==> src/hw/rtl/ccrp_pkg.sv <==
// ----------------------------------------------------------------------------
// ccrp_pkg
// Types and constants shared by the membership record parser modules.
// ----------------------------------------------------------------------------
package ccrp_pkg;

  // format byte every record must start with
  localparam logic [7:0] FORMAT_VALUE = 8'd1;

  // field lengths in bytes
  localparam logic [3:0] VERSION_BYTES = 4'd8;
  localparam logic [3:0] COUNT_BYTES   = 4'd4;
  localparam logic [3:0] ID_BYTES      = 4'd4;
  localparam logic [3:0] LEN_BYTES     = 4'd2;

  // output queue geometry
  localparam int unsigned QUEUE_DEPTH = 4;
  localparam int unsigned QPTR_W      = 2;
  localparam int unsigned QCNT_W      = 3;

  typedef enum logic [2:0] {
    PH_FORMAT  = 3'd0,
    PH_VERSION = 3'd1,
    PH_COUNT   = 3'd2,
    PH_ID      = 3'd3,
    PH_VOTE    = 3'd4,
    PH_LEN     = 3'd5,
    PH_ADDR    = 3'd6,
    PH_DONE    = 3'd7
  } phase_t;

  typedef enum logic [1:0] {
    KIND_HEADER = 2'd0,
    KIND_MEMBER = 2'd1,
    KIND_ADDR   = 2'd2,
    KIND_STATUS = 2'd3
  } kind_t;

  typedef enum logic [2:0] {
    ST_OK     = 3'd0,
    ST_SHORT  = 3'd1,
    ST_FORMAT = 3'd2,
    ST_TRUNC  = 3'd3,
    ST_TRAIL  = 3'd4
  } status_t;

  typedef struct packed {
    kind_t       kind;
    logic [63:0] cfg_version;
    logic [31:0] member_total;
    logic [31:0] member_id;
    logic        is_voter;
    logic [15:0] address_length;
    logic [7:0]  address_byte;
    status_t     status;
    logic        run_end;
  } result_t;

  // up to two results caused by one byte, packed from the first slot
  typedef struct packed {
    logic [1:0] count;
    result_t    first;
    result_t    second;
  } result_pair_t;

endpackage

==> src/hw/rtl/ccrp_parser.sv <==
// ----------------------------------------------------------------------------
// ccrp_parser
// Byte-wise decoder state for the membership record; turns one byte into
// zero, one or two results.
// ----------------------------------------------------------------------------
module ccrp_parser
  import ccrp_pkg::*;
(
  input  logic         clk,
  input  logic         rst,
  input  logic         in_valid,
  input  logic [7:0]   in_byte,
  input  logic         in_final,
  output result_pair_t res
);

  phase_t      phase, phase_next;
  logic [3:0]  idx, idx_next;
  logic [63:0] version, version_next;
  logic [31:0] count, count_next;
  logic [31:0] members_left, members_left_next;
  logic [31:0] member_id, member_id_next;
  logic        voter, voter_next;
  logic [15:0] addr_len, addr_len_next;
  logic [15:0] addr_left, addr_left_next;
  status_t     err, err_next;

  logic        ignoring;
  logic [3:0]  idx_inc;
  logic [31:0] members_dec;
  logic        emit_hdr;
  logic        emit_mem;
  logic        emit_addr;
  logic        emit_body;
  result_t     body_res;
  result_t     stat_res;
  status_t     final_status;

  // once an error is known past the header, bytes are dropped until the end
  assign ignoring    = (err != ST_OK) && (phase > PH_COUNT);
  assign idx_inc     = idx + 4'd1;
  assign members_dec = members_left - 32'd1;

  // field datapath
  always_comb begin
    idx_next          = idx;
    version_next      = version;
    count_next        = count;
    members_left_next = members_left;
    member_id_next    = member_id;
    voter_next        = voter;
    addr_len_next     = addr_len;
    addr_left_next    = addr_left;
    err_next          = err;
    if (!ignoring) begin
      unique case (phase)
        PH_FORMAT: begin
          if (in_byte != FORMAT_VALUE) begin
            err_next = ST_FORMAT;
          end
          idx_next = 4'd0;
        end
        PH_VERSION: begin
          version_next = {version[55:0], in_byte};
          idx_next     = (idx_inc >= VERSION_BYTES) ? 4'd0 : idx_inc;
        end
        PH_COUNT: begin
          count_next = {count[23:0], in_byte};
          idx_next   = (idx_inc >= COUNT_BYTES) ? 4'd0 : idx_inc;
          if (idx_inc >= COUNT_BYTES && err == ST_OK) begin
            members_left_next = {count[23:0], in_byte};
          end
        end
        PH_ID: begin
          member_id_next = {member_id[23:0], in_byte};
          idx_next       = (idx_inc >= ID_BYTES) ? 4'd0 : idx_inc;
        end
        PH_VOTE: begin
          voter_next = (in_byte != 8'd0);
          idx_next   = 4'd0;
        end
        PH_LEN: begin
          addr_len_next = {addr_len[7:0], in_byte};
          idx_next      = (idx_inc >= LEN_BYTES) ? 4'd0 : idx_inc;
          if (idx_inc >= LEN_BYTES) begin
            members_left_next = members_dec;
            addr_left_next    = {addr_len[7:0], in_byte};
          end
        end
        PH_ADDR: begin
          addr_left_next = addr_left - 16'd1;
          if (addr_left == 16'd1) begin
            idx_next = 4'd0;
          end
        end
        PH_DONE: begin
          err_next = ST_TRAIL;
        end
        default: begin
          err_next = err;
        end
      endcase
    end
  end

  // next phase
  always_comb begin
    phase_next = phase;
    if (!ignoring) begin
      unique case (phase)
        PH_FORMAT: phase_next = PH_VERSION;
        PH_VERSION: begin
          if (idx_inc >= VERSION_BYTES) begin
            phase_next = PH_COUNT;
          end
        end
        PH_COUNT: begin
          if (idx_inc >= COUNT_BYTES) begin
            if (err != ST_OK || {count[23:0], in_byte} == 32'd0) begin
              phase_next = PH_DONE;
            end else begin
              phase_next = PH_ID;
            end
          end
        end
        PH_ID: begin
          if (idx_inc >= ID_BYTES) begin
            phase_next = PH_VOTE;
          end
        end
        PH_VOTE: phase_next = PH_LEN;
        PH_LEN: begin
          if (idx_inc >= LEN_BYTES) begin
            if ({addr_len[7:0], in_byte} != 16'd0) begin
              phase_next = PH_ADDR;
            end else if (members_dec == 32'd0) begin
              phase_next = PH_DONE;
            end else begin
              phase_next = PH_ID;
            end
          end
        end
        PH_ADDR: begin
          if (addr_left == 16'd1) begin
            phase_next = (members_left == 32'd0) ? PH_DONE : PH_ID;
          end
        end
        PH_DONE: phase_next = PH_DONE;
        default: phase_next = phase;
      endcase
    end
  end

  // results
  always_comb begin
    emit_hdr  = !ignoring && (phase == PH_COUNT) && (idx_inc >= COUNT_BYTES)
                && (err == ST_OK);
    emit_mem  = !ignoring && (phase == PH_LEN) && (idx_inc >= LEN_BYTES);
    emit_addr = !ignoring && (phase == PH_ADDR);
    emit_body = emit_hdr || emit_mem || emit_addr;

    if (phase_next <= PH_COUNT) begin
      final_status = ST_SHORT;
    end else if (err_next != ST_OK) begin
      final_status = err_next;
    end else if (phase_next == PH_DONE) begin
      final_status = ST_OK;
    end else begin
      final_status = ST_TRUNC;
    end

    body_res         = '0;
    body_res.run_end = !in_final;
    if (emit_hdr) begin
      body_res.kind         = KIND_HEADER;
      body_res.cfg_version  = version;
      body_res.member_total = {count[23:0], in_byte};
    end else if (emit_mem) begin
      body_res.kind           = KIND_MEMBER;
      body_res.member_id      = member_id;
      body_res.is_voter       = voter;
      body_res.address_length = {addr_len[7:0], in_byte};
    end else begin
      body_res.kind         = KIND_ADDR;
      body_res.address_byte = in_byte;
    end

    stat_res         = '0;
    stat_res.kind    = KIND_STATUS;
    stat_res.status  = final_status;
    stat_res.run_end = 1'b1;

    res.second = stat_res;
    res.first  = emit_body ? body_res : stat_res;
    if (!in_valid) begin
      res.count = 2'd0;
    end else begin
      res.count = {1'b0, emit_body} + {1'b0, in_final};
    end
  end

  always_ff @(posedge clk) begin
    if (rst || (in_valid && in_final)) begin
      phase        <= PH_FORMAT;
      idx          <= 4'd0;
      version      <= 64'd0;
      count        <= 32'd0;
      members_left <= 32'd0;
      member_id    <= 32'd0;
      voter        <= 1'b0;
      addr_len     <= 16'd0;
      addr_left    <= 16'd0;
      err          <= ST_OK;
    end else if (in_valid) begin
      phase        <= phase_next;
      idx          <= idx_next;
      version      <= version_next;
      count        <= count_next;
      members_left <= members_left_next;
      member_id    <= member_id_next;
      voter        <= voter_next;
      addr_len     <= addr_len_next;
      addr_left    <= addr_left_next;
      err          <= err_next;
    end
  end

endmodule

==> src/hw/rtl/ccrp_queue.sv <==
// ----------------------------------------------------------------------------
// ccrp_queue
// Small queue taking up to two results a cycle, handing out one on out_ready.
// ----------------------------------------------------------------------------
module ccrp_queue
  import ccrp_pkg::*;
(
  input  logic         clk,
  input  logic         rst,
  input  result_pair_t push,
  output logic         room,
  output logic         out_valid,
  output result_t      out_res,
  input  logic         out_ready
);

  result_t             mem [QUEUE_DEPTH];
  logic [QPTR_W-1:0]   head;
  logic [QPTR_W-1:0]   tail;
  logic [QCNT_W-1:0]   fill;
  logic [QCNT_W-1:0]   fill_next;
  logic                pop;

  assign out_valid = (fill != '0);
  assign out_res   = mem[head];
  assign pop       = out_valid && out_ready;
  // space for a worst-case pair of results
  assign room      = (fill <= QCNT_W'(QUEUE_DEPTH - 2));

  assign fill_next = fill + QCNT_W'(push.count) - QCNT_W'(pop);

  always_ff @(posedge clk) begin
    if (push.count != 2'd0) begin
      mem[tail] <= push.first;
    end
    if (push.count == 2'd2) begin
      mem[tail + QPTR_W'(1)] <= push.second;
    end
  end

  always_ff @(posedge clk) begin
    if (rst) begin
      head <= '0;
      tail <= '0;
      fill <= '0;
    end else begin
      tail <= tail + QPTR_W'(push.count);
      if (pop) begin
        head <= head + QPTR_W'(1);
      end
      fill <= fill_next;
    end
  end

endmodule

==> src/hw/rtl/cluster_config_record_parser.sv <==
// ----------------------------------------------------------------------------
// cluster_config_record_parser
// Streaming parser for a big-endian cluster membership record.
//
//   channel  dir  tdata                         tuser  tlast
//   s_       in   data_byte                     -      final_byte
//   m_       out  version/total/id/voter/len/   kind   run_end
//                 address byte/status
//
// one byte per cycle is taken while the queue has room; a byte that yields a
// result and the status on the final byte puts two results in the queue, drained
// one per cycle while m_tready is high. bytes pass the input register, then the queue.
// rst is synchronous and returns the parser to the format byte.
// a stalled output backs up the four-entry queue; with three results waiting
// and a byte held in the input register, s_tready drops.
// ----------------------------------------------------------------------------
module cluster_config_record_parser
  import ccrp_pkg::*;
(
  input  logic         clk,
  input  logic         rst,
  input  logic         s_tvalid,
  output logic         s_tready,
  input  logic [7:0]   s_tdata,   // [7:0] data_byte
  input  logic         s_tlast,   // final_byte
  output logic         m_tvalid,
  input  logic         m_tready,
  output logic [159:0] m_tdata,   // cfg_version, member_total, member_id, is_voter,
                                  // address_length, address_byte, status, zero pad
  output logic [1:0]   m_tuser,   // kind
  output logic         m_tlast    // run_end
);

  logic         in_valid;
  logic [7:0]   in_byte;
  logic         in_final;
  logic         room;
  logic         consume;
  result_pair_t pair;
  result_t      head_res;

  assign consume  = in_valid && room;
  assign s_tready = !in_valid || room;

  always_ff @(posedge clk) begin
    if (rst) begin
      in_valid <= 1'b0;
    end else if (s_tready) begin
      in_valid <= s_tvalid;
    end
  end

  always_ff @(posedge clk) begin
    if (s_tready && s_tvalid) begin
      in_byte  <= s_tdata;
      in_final <= s_tlast;
    end
  end

  ccrp_parser u_parser (
    .clk      (clk),
    .rst      (rst),
    .in_valid (consume),
    .in_byte  (in_byte),
    .in_final (in_final),
    .res      (pair)
  );

  ccrp_queue u_queue (
    .clk       (clk),
    .rst       (rst),
    .push      (pair),
    .room      (room),
    .out_valid (m_tvalid),
    .out_res   (head_res),
    .out_ready (m_tready)
  );

  assign m_tdata = {4'b0, head_res.status, head_res.address_byte,
                    head_res.address_length, head_res.is_voter,
                    head_res.member_id, head_res.member_total,
                    head_res.cfg_version};
  assign m_tuser = head_res.kind;
  assign m_tlast = head_res.run_end;

endmodule

==> config.mk <==
export PLATFORM = sky130hd
export DESIGN_NAME = cluster_config_record_parser
export DESIGN_NICKNAME = d
export VERILOG_FILES = /design/src/hw/rtl/ccrp_pkg.sv /design/src/hw/rtl/ccrp_parser.sv /design/src/hw/rtl/ccrp_queue.sv /design/src/hw/rtl/cluster_config_record_parser.sv
export SDC_FILE = /design/constraint.sdc
export NUM_CORES = 2
export LEC_CHECK = 0
export BUFFER_PORTS_ARGS = -buffer_cell sky130_fd_sc_hd__buf_2
export CAP_MARGIN = 20
export CORE_ASPECT_RATIO = 0.5
export CORE_MARGIN = 2
export CORE_UTILIZATION = 50
export CTS_BUF_LIST = sky130_fd_sc_hd__clkbuf_8
export DETAILED_ROUTE_END_ITERATION = 10
export GPL_ROUTABILITY_DRIVEN = 0
export PLACE_DENSITY_LB_ADDON = 0.25
export SLEW_MARGIN = 5
export SYNTH_ARGS = -nofsm -noshare
export SYNTH_HDL_FRONTEND = slang
export SYNTH_HIERARCHICAL = 1
export SYNTH_SLANG_ARGS = --single-unit
==> constraint.sdc <==
create_clock -name clk -period 17.25 [get_ports clk]
set_input_delay 0.8625 -clock clk [delete_from_list [all_inputs] [get_ports clk]]
set_output_delay 0.8625 -clock clk [all_outputs]
set_load 0.01 [all_outputs]
==> impl_results.md <==
* CTS HTree Levels at 3
* Peak supply drop at just under 0.06 mV
* FF-to-FF setup slack at about 11 ns
* Setup Buffers After CTS at 0
* Crit Path Max Fanout at 58
* YS warnings at 6
* DR vias/cell at around 5.7
* Crit share post-route at 0.371
* CTS tree: yes
* Nets at 3288
* Vias in the first global route at 26200
* Die W at slightly above 400 um
* First drt pass iteration count at 6
* Synthesized instance count at 3138
* Final setup fails at 0
* Starting density of the core at 0.504
* Min Tclk post-route at approximately 6.4 ns
* Dominant cell type by area after synthesis: edfxtp_1
* Core Rows at 75
* Antenna-violating nets left at 0
* Design Area, Final at 45900 sq um
* DRC at 0
* Final slew viol count at 0
* Worst-Margin Slew at roughly 1.2 ns
* Fillers at just under 7000
* WP data required at roughly 18 ns
* Clock slew seen by the registers of the worst setup and hold paths at about 0.070 ns
* Dominant synthesized flop cell: edfxtp_1
* Post-CTS Resized at 0
* Share of cells above drive strength 1 at 0.296
* Post-Syn Area at between 40000 and 50000 sq um
* CTS Buf Count at between 100 and 150
* Hold crit path type: input pin to register
* Grt ovf at 0
* Total core area at 83800 sq um
* Async set-or-reset flop fraction in the synthesized netlist at 0
* Status: completed
* Reg area at between 20000 and 25000 sq um
* Worst Setup End Kind: register
* DRT Wirelength at 100000 um
* Clk sinks at 842
* Slew headroom at 0.229
* Post-synth EDFFs at 645
* Power Dens Cells at 101 nW/um^2
* Finished Core Util at 0.548
* Setup Skew at around 0.036 ns
* RSZ-0062 raised after global routing: false
* Sequential fraction of the synthesis area at 0.552
* Placed Area at ~43000 sq um
* Initial antenna violation count at 4
* Wire per inst at approximately 22 um
* Final Hold Fails at 0
* Total power at between 4000 and 5000 uW
* # hold bufs at CTS at 0
* Crit Path Category: register to register
* Area of the multi-input gates at 17300 sq um
* Setup TNS at 0 ns
* MaxCap Viol Count at 0
* Distinct cell type count after synthesis at 79
* Synth top area cells: edfxtp_1 (46%), mux2_2 (11%), dfxtp_1 (9.3%)
* Clock latency on the worst-skew pair at about 0.79 ns
* Synthesized flop and latch total at between 800 and 900
* Max Clk Rate at between 0.15 and 0.2 GHz
* Synth Area per Inst at around 13 sq um
* Root buffer cell: clkbuf_8
* Static Leakage at between 0.015 and 0.02 uW
* Crit path launch type: register
* Vias at around 26000
* DP HPWL at 57100 um
* I/O pin count at 178
* IO Port Bufs at around 170
* Largest net degree at the start of global routing at 135
* Arr. time, crit path at ~7 ns
* Die ar. at just under 90000 sq um
* First-pass GRT wire length at ~150000 um
* Die Span Y at approximately 210 um
* Initial detailed-routing violation count at roughly 2300
* GRT Overall Usage at 0.230
* CTS Buffer Depth at 3
* Syn-to-layout area delta at 8.59%
* Share of the synthesized area in the top cell type at 0.458
==> routing by layer <==
layer / GRT usage / vias to the layer above / part of all wire
met3: 0.0412 / 157 / 0.055
met4: 0.0696 / 0 / 0.026
met5: 0 / - / 0
li1: - / 11800 / -
met2: 0.371 / 741 / 0.47
met1: 0.319 / 12900 / 0.45
==> through the flow <==
step	cells	hold slack, ns	setup slack, ns
floorplan	3295	0.432	2.81
global placement	4258	0.441	10.88
detailed placement	4259	0.447	10.82
CTS	4484	0.182	10.79
global route	4485	0.203	10.39
finish	4485	0.258	10.85
==> synthesized netlist by cell type (21+ instances only) <==
cell type  number
o21ai_0        57
clkbuf_1      111
mux2_2        417
buf_4         195
mux2_1        222
and2_1        151
a21oi_1       187
mux4_2        159
dfxtp_1       197
buf_2          54
nor3_1         29
nor2_1         98
nand2_1       329
inv_1          21
edfxtp_1      645
==> kinds of logic after synthesis <==
kind of cell             share of synthesized area
flip-flops                                   0.552
AND/OR/NAND/NOR                             0.0839
AO/OA/AOI/OAI                               0.0475
buffers and inverters                       0.0547
multiplexers                                 0.256
adder cells (fa/ha/maj)                    0.00343
XOR/XNOR                                   0.00275
other                                     0.000266
==> power by group <==
group / switching [uW] / internal, uW
registers: 48.5 / 2210
logic: 396 / 332
clock network: 782 / 857
==> flip-flops by register name (all words and copies together) (netlist names), 2 cells and up, named ones only <==
register	count
u_parser/addr_left	16
u_queue/tail	2
u_parser/addr_len	8
u_queue/fill	3
u_parser/err	3
u_parser/version	64
u_queue/head	2
u_parser/count	24
u_parser/member_id	32
u_parser/idx	4
u_parser/members_left	32
u_queue/mem	636
in_byte	8
u_parser/phase	3
==> path summary, 6_finish.rpt <==
check | startpoint | endpoint | cells after the start
max reg2reg | u_parser/idx[0] | u_queue/mem[2][122] | 14
min reg2reg | u_parser/member_id[22] | u_parser/member_id[30] | 2
min | s_tdata[7] | in_byte[7] | 1
max | u_parser/idx[0] | u_queue/mem[2][122] | 14
==> cell type report <==
| cell class | instances | area share |
|---|---|---|
| Inverter | 22 | 0.00180 |
| Timing Repair Buffer | 223 | 0.0279 |
| Clock inverter | 78 | 0.0104 |
| Sequential cell | 842 | 0.508 |
| Antenna cell | 1 | 0.0000545 |
| Tap cell | 1116 | 0.0304 |
| Clock buffer | 147 | 0.0441 |
| Multi-Input combinational cell | 2056 | 0.377 |
==> cells in the final DEF (no fill, tap or decap), types with 47 or more instances in the layout <==
cell / count
a21oi_1: 187
and2_1: 151
buf_2: 173
buf_4: 47
clkbuf_8: 147
conb_1: 160
dfxtp_1: 195
edfxtp_1: 645
inv_1: 62
mux2_1: 222
mux2_2: 417
mux4_2: 159
nand2_1: 329
nor2_1: 94
o21ai_0: 56
==> worst max-delay path, cell delays in order, from the launching register on <==
cell and delay (ns):
dfxtp_1 0.36, ha_1 0.26, and2_1 0.18, a211o_1 0.33, nand2_1 0.10, and3_2 0.78, nor2_1 0.24, o21ai_0 0.29
ha_1 0.34, and2_1 0.28, nor4bb_4 0.29, buf_4 0.71, o21bai_4 0.27, buf_4 0.58, buf_4 0.90
Note: power is estimated with default switching activity, not from simulation.
